### config.mk
export PLATFORM = sky130hd
export DESIGN_NAME = bbca_queue
export DESIGN_NICKNAME = d
export VERILOG_FILES = /design/src/rtl/bbca_pkg.sv /design/src/rtl/bbca_queue.sv
export SDC_FILE = /design/constraint.sdc
export NUM_CORES = 1
export LEC_CHECK = 0
export BUFFER_PORTS_ARGS = -buffer_cell sky130_fd_sc_hd__buf_4
export CAP_MARGIN = 20
export CORE_MARGIN = 4
export CORE_UTILIZATION = 54
export CTS_CLUSTER_SIZE = 14
export DETAILED_ROUTE_END_ITERATION = 10
export PLACE_DENSITY = 0.92
export SLEW_MARGIN = 20
export SYNTH_ARGS = -nofsm -noshare
export SYNTH_HDL_FRONTEND = slang
export SYNTH_SLANG_ARGS = --single-unit
export TNS_END_PERCENT = 100
### constraint.sdc
create_clock -name clk -period 5.1 [get_ports clk]
set_clock_uncertainty 0.05 [all_clocks]
set_input_delay 1.02 -clock clk [delete_from_list [all_inputs] [get_ports clk]]
set_output_delay 1.02 -clock clk [all_outputs]
set_load 0.02 [all_outputs]
### src/rtl/bbca_pkg.sv
// Package for the clipped box blur: sizes, register indexes, request codes
// and the structs passed between the front end, the job queue and the back end.
// No dependencies.
`timescale 1ns / 1ps
package bbca_pkg;

  localparam int MAX_SIDE    = 1024;
  localparam int MAX_KERNEL  = 15;
  localparam int SAMPLE_BITS = 16;

  localparam int STORE_ROWS  = MAX_KERNEL + 1;
  localparam int SIDE_W      = $clog2(MAX_SIDE + 1);
  localparam int POS_W       = $clog2(MAX_SIDE);
  localparam int KER_W       = $clog2(MAX_KERNEL + 1);
  localparam int SLOT_W      = $clog2(STORE_ROWS);
  localparam int STORE_DEPTH = STORE_ROWS * MAX_SIDE;
  localparam int ADDR_W      = $clog2(STORE_DEPTH);
  localparam int CNT_W       = $clog2(MAX_KERNEL * MAX_KERNEL + 1);
  localparam int SUM_W       = SAMPLE_BITS + CNT_W;
  localparam int STEP_W      = $clog2(SUM_W);
  localparam int QUEUE_DEPTH = 2;
  localparam int QPTR_W      = $clog2(QUEUE_DEPTH);
  localparam int QCNT_W      = $clog2(QUEUE_DEPTH + 1);

  // Fixed field widths of the channels
  localparam int HEIGHT_W    = 16;
  localparam int CFG_IDX_W   = 2;
  localparam int CFG_DATA_W  = 11;
  localparam int MAP_REG_W   = 11;
  localparam int KER_REG_W   = 4;

  localparam int RESET_SIDE   = 256;
  localparam int RESET_KERNEL = 3;

  // Register indexes
  localparam logic [CFG_IDX_W-1:0] REG_MAP_SIDE    = 2'd0;
  localparam logic [CFG_IDX_W-1:0] REG_KERNEL_SIDE = 2'd1;

  // Request codes
  localparam logic REQ_SAMPLE = 1'b0;
  localparam logic REQ_DRAIN  = 1'b1;

  // Effective (clamped) configuration
  typedef struct packed {
    logic [SIDE_W-1:0] side;
    logic [KER_W-1:0]  kernel;
  } cfg_t;

  // One output pixel to compute
  typedef struct packed {
    logic [POS_W-1:0]  row;
    logic [POS_W-1:0]  col;
    logic [SLOT_W-1:0] slot;
    logic              last;
  } job_t;

  typedef struct packed {
    logic full;
    logic empty;
  } q_status_t;

endpackage

### src/rtl/bbca_queue.sv
// Short job queue between the front end and the back end.
// Depends on bbca_pkg.
`timescale 1ns / 1ps
module bbca_queue (
  input  logic                clk,
  input  logic                rst,
  input  logic                push,
  input  bbca_pkg::job_t      push_job,
  input  logic                pop,
  output bbca_pkg::job_t      head,
  output bbca_pkg::q_status_t status
);

  bbca_pkg::job_t                  slots [bbca_pkg::QUEUE_DEPTH];
  logic [bbca_pkg::QPTR_W-1:0]     wptr;
  logic [bbca_pkg::QPTR_W-1:0]     rptr;
  logic [bbca_pkg::QCNT_W-1:0]     fill;

  assign head         = slots[rptr];
  assign status.full  = (fill == bbca_pkg::QCNT_W'(bbca_pkg::QUEUE_DEPTH));
  assign status.empty = (fill == '0);

  // Store pushed jobs
  always_ff @(posedge clk) begin
    if (push) begin
      slots[wptr] <= push_job;
    end
  end

  // Advance pointers and fill count
  always_ff @(posedge clk) begin
    if (rst) begin
      wptr <= '0;
      rptr <= '0;
      fill <= '0;
    end else begin
      if (push) begin
        wptr <= (wptr == bbca_pkg::QPTR_W'(bbca_pkg::QUEUE_DEPTH - 1)) ? '0 : wptr + 1'b1;
      end
      if (pop) begin
        rptr <= (rptr == bbca_pkg::QPTR_W'(bbca_pkg::QUEUE_DEPTH - 1)) ? '0 : rptr + 1'b1;
      end
      if (push && !pop) begin
        fill <= fill + 1'b1;
      end else if (pop && !push) begin
        fill <= fill - 1'b1;
      end
    end
  end

  a_no_overflow: assert property (@(posedge clk) disable iff (rst)
    status.full |-> !push || pop)
    else $error("job pushed into full queue");

  a_no_underflow: assert property (@(posedge clk) disable iff (rst)
    status.empty |-> !pop)
    else $error("job popped from empty queue");

endmodule

==> run metrics, run 1 <==
#FFs+latches synth 55; Final Hold Viols 0; Clk pwr share 24.7%; Avg Vias per Cell 5.015; Reg clk slew, reported paths 0.08 ns; chip height 69.02 µm; Initial Util 57.97%; ratio of cells with drive above 1 in the final layout 56.25%; final instance count without filler cells 206; Routed Antenna Nets 0; ANT cells 0; dpl cells 198; grt ovf 0; worst setup margin 2.430 ns; Sequential Power Share 59.6%; first-pass GRT wire length 5.561 mm; drt wl/cell 16.22 µm; Worst Tran Pin Value 0.7063 ns; RePlAce Congestion 0.7083; post-route clock period utilization 52.36%; Synth Net Count 130; VDD IR max 250.9 µV; post-synth top area share 74.67%; critical path type register to output port; Std-Cell Core Area 3468 µm²; CP required 4.03 ns; Chip Width 69.02 µm; DRC 0; H-tree lvl count 2; compound-gate portion of the synthesized area 0.4978%; fin area 2552 µm²; proportion of synthesized area in mux cells 14.00%; crit end category output port; Post-DP Area 2469 µm²; synth top area cells edfxtp_1 75%, mux2_2 14%, dfxtp_1 5.0%, nor2_1 0.93%, xnor2_1 0.87%; drt first pass iters 4; internal power 0.6929 mW; main combinational cell family by area after synthesis multiplexers; I/O pin count 56; Area Overhead vs Synth 26.94%; Total Routing Usage GR 15.08%; Port Buf Inserts 55; Post-Syn Instances 100; Synth Area in Simple Gates 2.302%; setup TNS 0 ns; largest net degree at the start of global routing 26; clk sink count 55; CTS Buffer Depth 2; hold crit path type register to register; Synth Area in Adders 0.6223%; number of global-route vias before repair 1149; r2r startpoint wptr$_SDFFE_PP0P_; Slew Limit Fails 0; Cell Chain, Critical Path mux2_2, buf_4; DRT iter0 DRCs 68; fmax 374.5 MHz; YS warnings 0; HPWL Detailed 2.266 mm; CP arrival 1.60 ns; startpoint types register; root buf cell clkbuf_8; RSZ-0062 raised after global routing no; Max stage delay on crit path 0.71 ns; status finished clean; routed wire length 3.341 mm; hold_sp fill[1]$_SDFFE_PP0P_; Placement Setup Slack 2.392 ns; Unique masters post-synth 16; slew margin rel. 52.82%; Overall Power 0.9069 mW; Post-Synth XOR/XNOR Area 1.742%; die area 4764 µm²; Logic pwr share 15.7%; cts hold-fix bufs 0; DR vias 1033; sequential area share after synthesis 79.65%; Synth area leader edfxtp_1; antenna violations before repair 0; Num CTS Buffers 5; PD cells 355.3 nW/µm²; number of nets in the layout 189; Sw Pwr 0.2140 mW; Rows 21; Avg Synthesized Cell Area 20.11 µm²; mapped cell area 2011 µm²; min cycle time layout 2.670 ns; worst skew pair latency 0.30 ns; Worst path slowest cell dfxtp_2; Leak 0.9699 nW; post-CTS sizing 0; Net Sw Frac 23.59%; Max FO, Critical Path 25; Max Cap Viol 0; # setup viols final 0; CTS tree built; Post-CTS Setup Bufs 0
## cell usage after synthesis, drive strengths merged
| cell | count |
|---|---|
| edfxtp | 50 |
| mux2 | 25 |
| dfxtp | 5 |
| nor2 | 5 |
| buf | 3 |
| xnor2 | 2 |
| xor2 | 2 |
| a21oi | 1 |
| and2 | 1 |
| and2b | 1 |
| ha | 1 |
| inv | 1 |
| nor2b | 1 |
| o21ai | 1 |
| or3 | 1 |
## stage by stage
| stage | util (%) | hold WS (ns) |
|---|---|---|
| 2_1_floorplan | - | 0.4114 |
| 3_3_place_gp | 71.03 | 0.4241 |
| 3_5_place_dp | 71.18 | 0.4609 |
| 4_1_cts | 73.52 | 0.4735 |
| 5_1_grt | 73.59 | 0.4982 |
| 6_report | 73.59 | 0.4731 |
## worst max-delay path, delay by kind of cell, from the launching register on
family	cells	cell delay (ns)
multiplexers	1	0.42
buffers and inverters	1	0.16
flip-flops	1	0.71
## layout by cell type, fill, tap and decap left out
cell type	count
a21oi_1	1
and2_2	1
and2b_2	1
buf_4	55
clkbuf_1	2
clkbuf_8	5
clkinv_2	1
dfxtp_1	4
dfxtp_2	1
edfxtp_1	50
ha_1	1
inv_1	1
mux2_2	25
nor2_1	5
nor2b_4	1
o21ai_0	1
or3_1	1
xnor2_1	2
xor2_1	2
## final cells by class
type	count	area, µm²
Clock inverter	1	5.005
Tap cell	46	57.56
Clock buffer	7	76.32
Multi-Input combinational cell	41	394.1
Fill cell	232	915.9
Timing Repair Buffer	55	412.9
Sequential cell	55	1603
Inverter	1	3.754
## logic make-up (layout without fill, tap and decap cells)
group	count (synthesis)	in the layout
adders and majority gates	1	1
DFF	55	55
muxes	25	25
and+or+nand+nor	9	9
xor gates and xnor gates	4	4
buffers and inverters	4	64
AOI/OAI and AO/OA	2	2
## flip-flops by register name (all words and copies together), names as in the netlist, named ones only
register,cells
fill,2
rptr,1
slots,50
wptr,1
## power groups by stage
| stage | registers (mW) | logic [mW] | clock network (mW) |
|---|---|---|---|
| floorplan | 0.540 | 0.0873 | 0 |
| global placement | 0.549 | 0.141 | 0 |
| detailed placement | 0.551 | 0.145 | 0 |
| CTS | 0.541 | 0.145 | 0.227 |
| global route | 0.545 | 0.153 | 0.251 |
| finish | 0.541 | 0.143 | 0.224 |
## final timing paths
check                                 to  slack [ns]  depth (start not counted)
setup / recovery                head[17]        2.43                          2
hold / removal      fill[1]$_SDFFE_PP0P_        0.47                          2
setup reg to reg  slots[1][22]$_DFFE_PP_        3.67                          1
hold reg to reg     fill[1]$_SDFFE_PP0P_        0.47                          2
## metal layers
layer  part of all wire, %  routed length [µm]  track usage [%]  vias to the layer above
met2                    55                1843            26.27                       38
li1                      -                   -                -                      493
met4                   1.3                  43            4.555                        0
met1                    36                1214            16.47                      498
met3                   7.2                 239            6.686                        4
met5                     0                   0                0                        -
(Power assumes the default switching activity.)
==> inputs of run 2 (changes only) <==
--- a/config.mk
+++ b/config.mk
@@ -8,10 +8,10 @@
 export BUFFER_PORTS_ARGS = -buffer_cell sky130_fd_sc_hd__buf_4
 export CAP_MARGIN = 20
 export CORE_MARGIN = 4
-export CORE_UTILIZATION = 54
+export CORE_UTILIZATION = 51
 export CTS_CLUSTER_SIZE = 14
 export DETAILED_ROUTE_END_ITERATION = 10
-export PLACE_DENSITY = 0.92
+export PLACE_DENSITY = 0.88
 export SLEW_MARGIN = 20
 export SYNTH_ARGS = -nofsm -noshare
 export SYNTH_HDL_FRONTEND = slang
==> constraint.sdc (replaced) <==
create_clock -name clk -period 2.5 [get_ports clk]
set_clock_uncertainty 0.05 [all_clocks]
set_input_delay 0.5 -clock clk [delete_from_list [all_inputs] [get_ports clk]]
set_output_delay 0.5 -clock clk [all_outputs]
set_load 0.02 [all_outputs]
==> run metrics, run 2 (synthesis gave the netlist of run 1 again) <==
Post-CTS Setup Bufs 0 (unchanged); min cycle time layout 2.159 ns; antenna violations before repair 0 (unchanged); number of nets in the layout 195 (+3.2%); DRT iter0 DRCs 31 (-54%); DRC 0 (unchanged); Avg Vias per Cell 4.967 (-0.94%); CTS Buffer Depth 2 (unchanged); worst setup margin 0.3406 ns (-2.089 ns); first-pass GRT wire length 5.464 mm (-1.7%); CP required 1.95 ns (-2.08 ns); clk sink count 55 (unchanged); hold slack 0.3331 ns (-0.1400 ns); Cell Chain, Critical Path buf_4, mux2_2, buf_4; Num CTS Buffers 5 (unchanged); # setup viols final 0 (unchanged); Max stage delay on crit path 0.54 ns (-0.17 ns); highest-count cells in the layout ignoring fill and taps 61 x buf_4, 50 x edfxtp_1, 25 x mux2_2; most flop-heavy register slots; post-CTS sizing 0 (unchanged); Crit path buffers/inverters 2 (+1); ratio of cells with drive above 1 in the final layout 57.23% (+0.98 points); Area Overhead vs Synth 31.49%; Reg clk slew, reported paths 0.09 ns (about the same); hold crit path type primary input to register; status finished clean; DR vias 1063 (+2.9%); HPWL Detailed 2.528 mm (+12%); number of global-route vias before repair 1173 (+2.1%); Leak 1.019 nW (+5.0%); fmax 463.1 MHz; largest net degree at the start of global routing 17 (-35%); CTS tree built; Register Area 1602 µm² (about the same); worst skew pair latency 0.29 ns (about the same); Initial Util 53.71% (-4.3 points); startpoint types register; Worst path slowest cell dfxtp_1; ANT cells 0 (unchanged); grt ovf 0 (unchanged); Chip Width 70.79 µm (+2.6%); Slew Limit Fails 0 (unchanged); drt wl/cell 15.71 µm (-3.1%); post-route clock period utilization 86.38%; Total Routing Usage GR 14.40% (-0.68 points); Port Buf Inserts 55 (unchanged); Max FO, Critical Path 9 (-64%); VDD IR max 512.7 µV (+100%); max reg flops 50 (unchanged); Routed Antenna Nets 0 (unchanged); RePlAce Congestion 0.6651 (-6.1%); Rows 22 (+4.8%); PD cells 779.3 nW/µm² (+120%); Placement Setup Slack 0.6536 ns (-1.739 ns); critical path type register to output port; routed wire length 3.363 mm (+0.66%); commonest non-fill, non-tap cell in the layout buf_4; slew margin rel. 76.15% (+23 points); Post-DP Area 2511 µm² (+1.7%); Std-Cell Core Area 3744 µm² (+7.9%); Multi-input gate area 387.9 µm² (-1.6%); fin area 2644 µm² (+3.6%); H-tree lvl count 2 (unchanged); final instance count without filler cells 214 (+3.9%); Max Cap Viol 0 (unchanged); CP arrival 1.61 ns (about the same); CP most frequent cell buf_4; dpl cells 206 (+4.0%); I/O pin count 56 (unchanged); root buf cell clkbuf_8; chip height 70.79 µm (+2.6%); Final Hold Viols 0 (unchanged); cell family with most CP delay flip-flops; FILL cells 263 (+13%); Largest regs slots: 50 flops, fill: 2 flops; Worst Tran Pin Value 0.3573 ns (-0.3489 ns); drt first pass iters 2 (-2); cts hold-fix bufs 0 (unchanged); crit end category output port; setup TNS 0 ns (unchanged); die area 5011 µm² (+5.2%); RSZ-0062 raised after global routing no
-- run 2: through the flow --
stage,total power [mW],utilization [%]
after floorplan,1.280,-
after global placement,1.417,67.08
after detailed placement,1.431,67.08
after CTS,2.081,70.62
after global routing,2.153,70.62
final,2.060,70.62
-- run 2: worst register-to-register path: cells and delay by family, from the launching register on --
kind | cells | cell delay [ns]
simple gates | 1 | 0.17
flops | 1 | 0.39
buf+inv | 1 | 0.22
-- run 2: cell type report --
| type | count | area share [%] |
|---|---|---|
| clock buffer | 6 | 2.745 |
| clock inverter | 2 | 2.272 |
| inverter | 1 | 0.1420 |
| multi-input combinational | 41 | 14.67 |
| sequential | 55 | 60.58 |
| tap | 48 | 2.272 |
| timing repair buffer | 61 | 17.32 |
-- run 2: path summary, 6_finish.rpt --
path                                           start               endpoint  slack, ns  cells after the start
worst max-delay path                        register                head[9]       0.34                      3
worst min-delay path                     push_job[4]  slots[1][4]$_DFFE_PP_       0.33                      1
worst max register to register     wptr$_SDFFE_PP0P_  slots[1][9]$_DFFE_PP_       1.37                      2
worst min register to register  fill[1]$_SDFFE_PP0P_   fill[1]$_SDFFE_PP0P_       0.48                      2
-- run 2: routing by layer --
metal | track usage (%) | share of wire, % | vias to the layer above
met5 | 0 | 0 | -
met4 | 3.758 | 0.86 | 0
met3 | 5.540 | 5.9 | 4
met2 | 26.47 | 58 | 27
met1 | 15.41 | 35 | 527
li1 | - | - | 505
-- run 2: where the power goes --
part | switching [mW] | internal, mW | leakage, nW
Combinational | 0.156 | 0.157 | 0.442
Sequential | 0.0239 | 1.07 | 0.511
Clock | 0.256 | 0.400 | 0.0654
Total | 0.436 | 1.62 | 1.02
