`src/rtl/bbca_pkg.sv`:
```
// Package for the clipped box blur: sizes, register indexes, request codes
// and the structs passed between the front end, the job queue and the back end.
// No dependencies.
`timescale 1ns / 1ps
package bbca_pkg;

  localparam int MAX_SIDE    = 1024;
  localparam int MAX_KERNEL  = 15;
  localparam int SAMPLE_BITS = 16;

  localparam int STORE_ROWS  = MAX_KERNEL + 1;
  localparam int SIDE_W      = $clog2(MAX_SIDE + 1);
  localparam int POS_W       = $clog2(MAX_SIDE);
  localparam int KER_W       = $clog2(MAX_KERNEL + 1);
  localparam int SLOT_W      = $clog2(STORE_ROWS);
  localparam int STORE_DEPTH = STORE_ROWS * MAX_SIDE;
  localparam int ADDR_W      = $clog2(STORE_DEPTH);
  localparam int CNT_W       = $clog2(MAX_KERNEL * MAX_KERNEL + 1);
  localparam int SUM_W       = SAMPLE_BITS + CNT_W;
  localparam int STEP_W      = $clog2(SUM_W);
  localparam int QUEUE_DEPTH = 2;
  localparam int QPTR_W      = $clog2(QUEUE_DEPTH);
  localparam int QCNT_W      = $clog2(QUEUE_DEPTH + 1);

  // Fixed field widths of the channels
  localparam int HEIGHT_W    = 16;
  localparam int CFG_IDX_W   = 2;
  localparam int CFG_DATA_W  = 11;
  localparam int MAP_REG_W   = 11;
  localparam int KER_REG_W   = 4;

  localparam int RESET_SIDE   = 256;
  localparam int RESET_KERNEL = 3;

  // Register indexes
  localparam logic [CFG_IDX_W-1:0] REG_MAP_SIDE    = 2'd0;
  localparam logic [CFG_IDX_W-1:0] REG_KERNEL_SIDE = 2'd1;

  // Request codes
  localparam logic REQ_SAMPLE = 1'b0;
  localparam logic REQ_DRAIN  = 1'b1;

  // Effective (clamped) configuration
  typedef struct packed {
    logic [SIDE_W-1:0] side;
    logic [KER_W-1:0]  kernel;
  } cfg_t;

  // One output pixel to compute
  typedef struct packed {
    logic [POS_W-1:0]  row;
    logic [POS_W-1:0]  col;
    logic [SLOT_W-1:0] slot;
    logic              last;
  } job_t;

  typedef struct packed {
    logic full;
    logic empty;
  } q_status_t;

endpackage

```
`src/rtl/bbca_if.sv`:
```


interface bbca_result_if;
  logic                          valid;
  logic                          ready;
  logic [bbca_pkg::HEIGHT_W-1:0] height_out;
  logic                          frame_last;
  modport source (output valid, height_out, frame_last, input ready);
  modport sink   (input valid, height_out, frame_last, output ready);
endinterface


```
`src/rtl/bbca_back.sv`:
```
// Back end of the clipped box blur: scans the clipped window from the row
// store, divides the sum by the pixel count, holds the result. Depends on bbca_pkg, bbca_if.
`timescale 1ns / 1ps
module bbca_back (
  input  logic                        clk,
  input  logic                        rst,
  input  bbca_pkg::cfg_t              cfg,
  input  bbca_pkg::job_t              head,
  input  bbca_pkg::q_status_t         q_status,
  output logic                        pop,
  output logic                        idle,
  output logic [bbca_pkg::ADDR_W-1:0] st_raddr,
  input  logic [bbca_pkg::SAMPLE_BITS-1:0] st_rdata,
  bbca_result_if.source               result_ch
);

  typedef enum logic [5:0] {
    S_IDLE   = 6'b000001,
    S_SETUP  = 6'b000010,
    S_SCAN   = 6'b000100,
    S_FLUSH  = 6'b001000,
    S_DIVIDE = 6'b010000,
    S_EMIT   = 6'b100000
  } state_t;

  localparam int SW = bbca_pkg::SIDE_W + 2;

  state_t                          state;
  state_t                          state_next;
  bbca_pkg::job_t                  job;
  logic [bbca_pkg::POS_W-1:0]      x;
  logic [bbca_pkg::POS_W-1:0]      y;
  logic [bbca_pkg::SLOT_W-1:0]     yslot;
  logic [bbca_pkg::POS_W-1:0]      c0;
  logic [bbca_pkg::POS_W-1:0]      c1;
  logic [bbca_pkg::POS_W-1:0]      r1;
  logic                            rd_pend;
  logic [bbca_pkg::SUM_W-1:0]      sum;
  logic [bbca_pkg::CNT_W-1:0]      cnt;
  logic [bbca_pkg::CNT_W-1:0]      rem;
  logic [bbca_pkg::STEP_W-1:0]     step;
  logic                            ovalid;
  logic [bbca_pkg::HEIGHT_W-1:0]   oheight;
  logic                            olast;
  logic                            out_load;

  logic signed [SW-1:0] half_s;
  logic signed [SW-1:0] kern_s;
  logic signed [SW-1:0] smax_s;
  logic signed [SW-1:0] rs;
  logic signed [SW-1:0] re;
  logic signed [SW-1:0] cs;
  logic signed [SW-1:0] ce;
  logic [bbca_pkg::POS_W-1:0]  r0_w;
  logic [bbca_pkg::POS_W-1:0]  r1_w;
  logic [bbca_pkg::POS_W-1:0]  c0_w;
  logic [bbca_pkg::POS_W-1:0]  c1_w;
  logic [bbca_pkg::SLOT_W:0]   back_rows;
  logic [bbca_pkg::SLOT_W:0]   slot0;
  logic [bbca_pkg::CNT_W:0]    rem_sh;
  logic                        ge;

  // Clip the window of the held job
  always_comb begin
    half_s = SW'(cfg.kernel >> 1);
    kern_s = SW'(cfg.kernel);
    smax_s = SW'(cfg.side) - SW'(1);
    rs = SW'(job.row) - half_s;
    re = rs + kern_s - SW'(1);
    cs = SW'(job.col) - half_s;
    ce = cs + kern_s - SW'(1);
    r0_w = (rs < 0) ? '0 : bbca_pkg::POS_W'(rs);
    c0_w = (cs < 0) ? '0 : bbca_pkg::POS_W'(cs);
    r1_w = (re > smax_s) ? bbca_pkg::POS_W'(smax_s) : bbca_pkg::POS_W'(re);
    c1_w = (ce > smax_s) ? bbca_pkg::POS_W'(smax_s) : bbca_pkg::POS_W'(ce);
    back_rows = (bbca_pkg::SLOT_W + 1)'(job.row - r0_w);
    if ({1'b0, job.slot} >= back_rows) begin
      slot0 = {1'b0, job.slot} - back_rows;
    end else begin
      slot0 = {1'b0, job.slot} + (bbca_pkg::SLOT_W + 1)'(bbca_pkg::STORE_ROWS) - back_rows;
    end
  end

  // One restoring division step
  assign rem_sh = {rem, sum[bbca_pkg::SUM_W-1]};
  assign ge     = (rem_sh >= {1'b0, cnt});

  assign pop      = (state == S_IDLE) && !q_status.empty;
  assign idle     = (state == S_IDLE);
  assign out_load = (state == S_EMIT) && (!ovalid || result_ch.ready);
  assign st_raddr = bbca_pkg::ADDR_W'(32'(yslot) * bbca_pkg::MAX_SIDE + 32'(x));

  // Next state
  always_comb begin
    state_next = state;
    case (state)
      S_IDLE:   if (!q_status.empty) state_next = S_SETUP;
      S_SETUP:  state_next = S_SCAN;
      S_SCAN:   if (x == c1 && y == r1) state_next = S_FLUSH;
      S_FLUSH:  state_next = S_DIVIDE;
      S_DIVIDE: if (step == bbca_pkg::STEP_W'(bbca_pkg::SUM_W - 1)) state_next = S_EMIT;
      S_EMIT:   if (out_load) state_next = S_IDLE;
      default:  state_next = S_IDLE;
    endcase
  end

  always_ff @(posedge clk) begin
    if (rst) begin
      state   <= S_IDLE;
      rd_pend <= 1'b0;
      ovalid  <= 1'b0;
    end else begin
      state   <= state_next;
      rd_pend <= (state == S_SCAN);
      if (out_load) begin
        ovalid <= 1'b1;
      end else if (result_ch.ready) begin
        ovalid <= 1'b0;
      end
    end
  end

  // Scan, accumulate and divide
  always_ff @(posedge clk) begin
    if (pop) begin
      job <= head;
    end
    case (state)
      S_SETUP: begin
        x     <= c0_w;
        y     <= r0_w;
        yslot <= bbca_pkg::SLOT_W'(slot0);
        c0    <= c0_w;
        c1    <= c1_w;
        r1    <= r1_w;
        sum   <= '0;
        cnt   <= '0;
        rem   <= '0;
        step  <= '0;
      end
      S_SCAN: begin
        cnt <= cnt + 1'b1;
        if (x == c1) begin
          x <= c0;
          if (y != r1) begin
            y     <= y + 1'b1;
            yslot <= (yslot == bbca_pkg::SLOT_W'(bbca_pkg::STORE_ROWS - 1)) ?
                     '0 : yslot + 1'b1;
          end
        end else begin
          x <= x + 1'b1;
        end
      end
      S_DIVIDE: begin
        sum  <= {sum[bbca_pkg::SUM_W-2:0], ge};
        rem  <= ge ? bbca_pkg::CNT_W'(rem_sh - {1'b0, cnt}) : bbca_pkg::CNT_W'(rem_sh);
        step <= step + 1'b1;
      end
      default: begin
      end
    endcase
    if (rd_pend) begin
      sum <= sum + bbca_pkg::SUM_W'(st_rdata);
    end
    if (out_load) begin
      oheight <= bbca_pkg::HEIGHT_W'(sum);
      olast   <= job.last;
    end
  end

  assign result_ch.valid      = ovalid;
  assign result_ch.height_out = oheight;
  assign result_ch.frame_last = olast;

  a_count_nonzero: assert property (@(posedge clk) disable iff (rst)
    (state == S_DIVIDE) |-> (cnt != '0))
    else $error("division by empty window");

  a_scan_ends_flush: assert property (@(posedge clk) disable iff (rst)
    (state == S_FLUSH) |-> $past(state) == S_SCAN && rd_pend)
    else $error("flush without pending read");

  a_result_from_emit: assert property (@(posedge clk) disable iff (rst)
    $rose(ovalid) |-> $past(state) == S_EMIT)
    else $error("result raised outside emit");

endmodule

```
`src/flat_wrapper.sv`:
```
// flat-port wrapper written by rule: the top's interface ports become plain ports
module bbca_back_flat 
  (clk, rst, cfg, head, q_status, pop, idle, st_raddr, st_rdata, result_ch_valid, result_ch_height_out, result_ch_frame_last, result_ch_ready);
  bbca_result_if result_ch_i ();
  input  logic clk;
  input  logic rst;
  input  bbca_pkg::cfg_t cfg;
  input  bbca_pkg::job_t head;
  input  bbca_pkg::q_status_t q_status;
  output logic pop;
  output logic idle;
  output logic [bbca_pkg::ADDR_W-1:0] st_raddr;
  input  logic [bbca_pkg::SAMPLE_BITS-1:0] st_rdata;
  output wire logic [$bits(result_ch_i.valid)-1:0] result_ch_valid;
  output wire logic [$bits(result_ch_i.height_out)-1:0] result_ch_height_out;
  output wire logic [$bits(result_ch_i.frame_last)-1:0] result_ch_frame_last;
  input wire logic [$bits(result_ch_i.ready)-1:0] result_ch_ready;
  assign result_ch_valid = result_ch_i.valid;
  assign result_ch_height_out = result_ch_i.height_out;
  assign result_ch_frame_last = result_ch_i.frame_last;
  assign result_ch_i.ready = result_ch_ready;
  bbca_back u_core (.clk(clk), .rst(rst), .cfg(cfg), .head(head), .q_status(q_status), .pop(pop), .idle(idle), .st_raddr(st_raddr), .st_rdata(st_rdata), .result_ch(result_ch_i));
endmodule
```
`config.mk`:
```
export PLATFORM = sky130hd
export DESIGN_NAME = bbca_back_flat
export DESIGN_NICKNAME = d
export VERILOG_FILES = /design/src/rtl/bbca_pkg.sv /design/src/rtl/bbca_if.sv /design/src/rtl/bbca_back.sv /design/src/flat_wrapper.sv
export SDC_FILE = /design/constraint.sdc
export NUM_CORES = 1
export LEC_CHECK = 0
export ABC_AREA = 1
export ABC_CLOCK_PERIOD_IN_PS = 6800
export BUFFER_PORTS_ARGS = -buffer_cell sky130_fd_sc_hd__buf_2
export CORE_ASPECT_RATIO = 1.25
export CORE_UTILIZATION = 45
export DETAILED_ROUTE_END_ITERATION = 10
export PLACE_DENSITY = 0.61
export SYNTH_ARGS = -nofsm -noshare
export SYNTH_HDL_FRONTEND = slang
export SYNTH_SLANG_ARGS = --single-unit
```
`constraint.sdc`:
```
create_clock -name clk -period 6.8 [get_ports clk]
set_clock_uncertainty 0.05 [all_clocks]
set_input_delay 0.34 -clock clk [delete_from_list [all_inputs] [get_ports clk]]
set_output_delay 0.34 -clock clk [all_outputs]
set_load 0.005 [all_outputs]
```
==> results.json <==
{
  "power.internal_uw": 2100,
  "synth_area_per_cell_um2": 8.19,
  "p_comb_frac": 0.324,
  "use_met1": 0.232,
  "crit_type": "register to register",
  "ys_ff_latch": 149,
  "drc_errors": 7,
  "ir_worst_vdd_v": 0.000199,
  "ys_types": 49,
  "fmax_mhz": 203,
  "final_layout_size_suffix_gt1_frac": 0.136,
  "switching_power_uw": 1120,
  "power_frac_seq": 0.372,
  "critPathArrivalTime_ps": 5010,
  "cts_sinks": 149,
  "grt.total_usage": 0.208,
  "fin_area_um2": 12000,
  "grt_pass1_wl_mm": 40.0,
  "rows": 62,
  "yosysSeqAreaShare": 0.415,
  "die_area_um2": 24200,
  "postPlaceCellArea_um2": 11400,
  "yosysWarnings": 0,
  "gr-total-overflow": 0,
  "io_pins": 95,
  "crit_required_ps": 6890,
  "async_reset_ff_frac": 0,
  "cts_tree": "built",
  "cts.clk_slew.worst_paths_ps": 60,
  "setup_tns_ps": 0,
  "io_buffer_count": 93,
  "relSlewSlack": 0.401,
  "synth_nets": 1439,
  "clk_path_buf_depth": 2,
  "period_minus_slack_ps": 4920,
  "wirelength_mm": 23.7,
  "htree_levels": 4,
  "avgViaCountPerCell": 5.17,
  "antenna_cells": 0,
  "dpl.hpwl_mm": 18.5,
  "vias": 8787,
  "syn_to_final_growth_pct": 13.7,
  "ff2ff_setup_slack_ps": 1880,
  "firstDrtPassIters": 9,
  "netlist_instances": 1293,
  "wl_per_cell_um": 13.9,
  "drtAntennaViolNets": 0,
  "dr.first_iter.drc_count": 435,
  "maxSlewViolCount": 0,
  "postCtsResizedCells": 0,
  "drv_cap": 0,
  "fp.dieW_um": 139,
  "cts_root_buf": "clkbuf_16",
  "synth_ff_type": "edfxtp_1",
  "coreArea_um2": 23000,
  "power.leakage_uw": 0.00529,
  "cp-end-kind": "register",
  "holdBufCountCts": 0,
  "status": "complete, but fails checks",
  "clkLatencyLatePin_ps": 440,
  "ff_latch_area_um2": 4390,
  "start_util": 0.460,
  "cts_inserted_buffers": 17,
  "grt_pass1_vias": 8692,
  "final_common_cell": "nand2_1",
  "start_kind": "register",
  "crit_fanout": 19,
  "tightest_slew_ps": 896,
  "multi_input_area_um2": 5560,
  "grt_util_met2": 0.387,
  "hp-class": "primary input to register",
  "rsz0062_at_grt": "no",
  "power_frac_clock": 0.303,
  "fin_crit_sh": 0.723,
  "grt_max_degree": 33,
  "nFillCells": 2144,
  "finalHoldViolations": 0,
  "synth-edff-count": 141,
  "gp_congestion": 0.896,
  "setup_viol": 0,
  "failed_checks": "DRC",
  "finalNetCount": 1544,
  "grt_busiest_layer": "met2",
  "switching_share": 0.347,
  "grt_antenna_before_repair": 0,
  "post_cts_buffers": 0,
  "p_per_area_nw_per_um2": 267,
  "use_met3": 0.0315,
  "final_cell_mix": "288 x nand2_1, 151 x inv_1, 141 x edfxtp_1",
  "netlist_area_um2": 10600,
  "die_h_um": 174
}
## kinds of logic (layout without fill, tap and decap cells)
family,Yosys count,after routing,share of synthesized area
adder cells (fa/ha/maj),85,85,0.106
AND/OR/NAND/NOR,611,611,0.256
XOR/XNOR,59,59,0.0495
AO/OA/AOI/OAI,217,217,0.111
flip-flops,149,149,0.415
buffers and inverters,172,290,0.0619
## cell usage after synthesis (2+ instances only)
library cell	count	area [um2]
nand2_1	288	1080
inv_1	151	567
edfxtp_1	141	4230
nor2_1	127	477
o21ai_0	90	450
a21oi_1	87	435
nand3_1	79	395
ha_1	77	963
xor2_1	36	315
nor3_1	28	140
nand4_1	26	163
xnor2_1	22	193
nand2_2	18	113
nor2_2	12	75.1
o22ai_1	9	56.3
dfxtp_1	8	160
fa_1	8	160
nor4_1	7	43.8
buf_2	6	30.0
clkbuf_1	6	22.5
nand3b_1	6	45.0
a22o_1	5	43.8
inv_2	5	18.8
nor2_4	5	56.3
o21ai_1	5	25.0
or2_2	4	25.0
a21oi_2	3	26.3
a31oi_1	3	18.8
and2_1	3	18.8
a21o_1	2	15.0
clkbuf_2	2	10.0
nand2_4	2	22.5
nand3_2	2	20.0
nor3b_1	2	15.0
nor4_2	2	25.0
o21a_1	2	15.0
o221ai_1	2	17.5
## metal layers
layer  routed length (um)  part of all wire
met5                    0                 0
met4                  746             0.032
met2                12100              0.51
met3                  781             0.033
met1                10000              0.42
## flip-flops by register name, summed over array words and instances, names as in the netlist
signal,flops
u_core.job,25
u_core.state,6
u_core.rem,8
u_core.result_ch.valid,1
u_core.sum,24
u_core.r1,10
u_core.x,10
u_core.c0,10
u_core.result_ch.frame_last,1
u_core.c1,10
u_core.step,5
u_core.rd_pend,1
u_core.cnt,8
u_core.yslot,4
u_core.result_ch.height_out,16
u_core.y,10
## path summary, 6_finish.rpt
check	startpoint	to	cells past startpoint
setup / recovery	u_core.job[17]	u_core.r1[7]	27
hold / removal	head[19]	u_core.job[19]	1
setup reg to reg	u_core.job[17]	u_core.r1[7]	27
hold reg to reg	u_core.job[0]	u_core.result_ch.frame_last	0
## area by class of cell
type | count | share of cell area
multi-input cells | 972 | 0.462
flip-flops and latches | 149 | 0.365
inverters | 157 | 0.0490
repair buffers | 101 | 0.0437
clock buffers | 17 | 0.0353
well taps | 288 | 0.0299
clock inverters | 15 | 0.0152
## metrics by stage
step           utilization  total power (uW)  hold WS, ps  setup slack [ps]  std cells
2_1_floorplan            -              2000          350              1350       1293
3_3_place_gp         0.496              2230          351              1780       1667
3_5_place_dp         0.496              2260          386              1760       1667
4_1_cts              0.522              3240         10.7              1910       1699
5_1_grt              0.522              3440         11.3              1440       1699
6_report             0.522              3210         24.7              1880       1699
## power by group through the flow
stage	clock network, uW	logic, uW	registers (uW)
final	975	1040	1200
after detailed placement	0	1040	1220
after global placement	0	1020	1210
after floorplan	0	804	1200
after CTS	997	1050	1200
after global routing	1030	1200	1210
## worst max-delay path, stage by stage (launching register included)
cell and delay, ps:
edfxtp_1 460, ha_1 400, nand2_1 90, nand2_1 70, nor2_2 230, xor2_1 280, ha_1 330, nand2_1 80
nand2_1 40, nor2_1 210, nand2_1 140, a21oi_1 160, nand2_1 100, nor2_2 100, nand2_1 90, nor2_2 110
nand2_1 60, nand2_1 50, nand2_1 70, ha_1 330, a21oi_1 160, o21ai_0 80, a21oi_1 180, nand2_1 80
nand2_1 60, nand2_1 60, nand2_1 340, o21ai_0 190
Note: power is estimated with default switching activity, not from simulation.
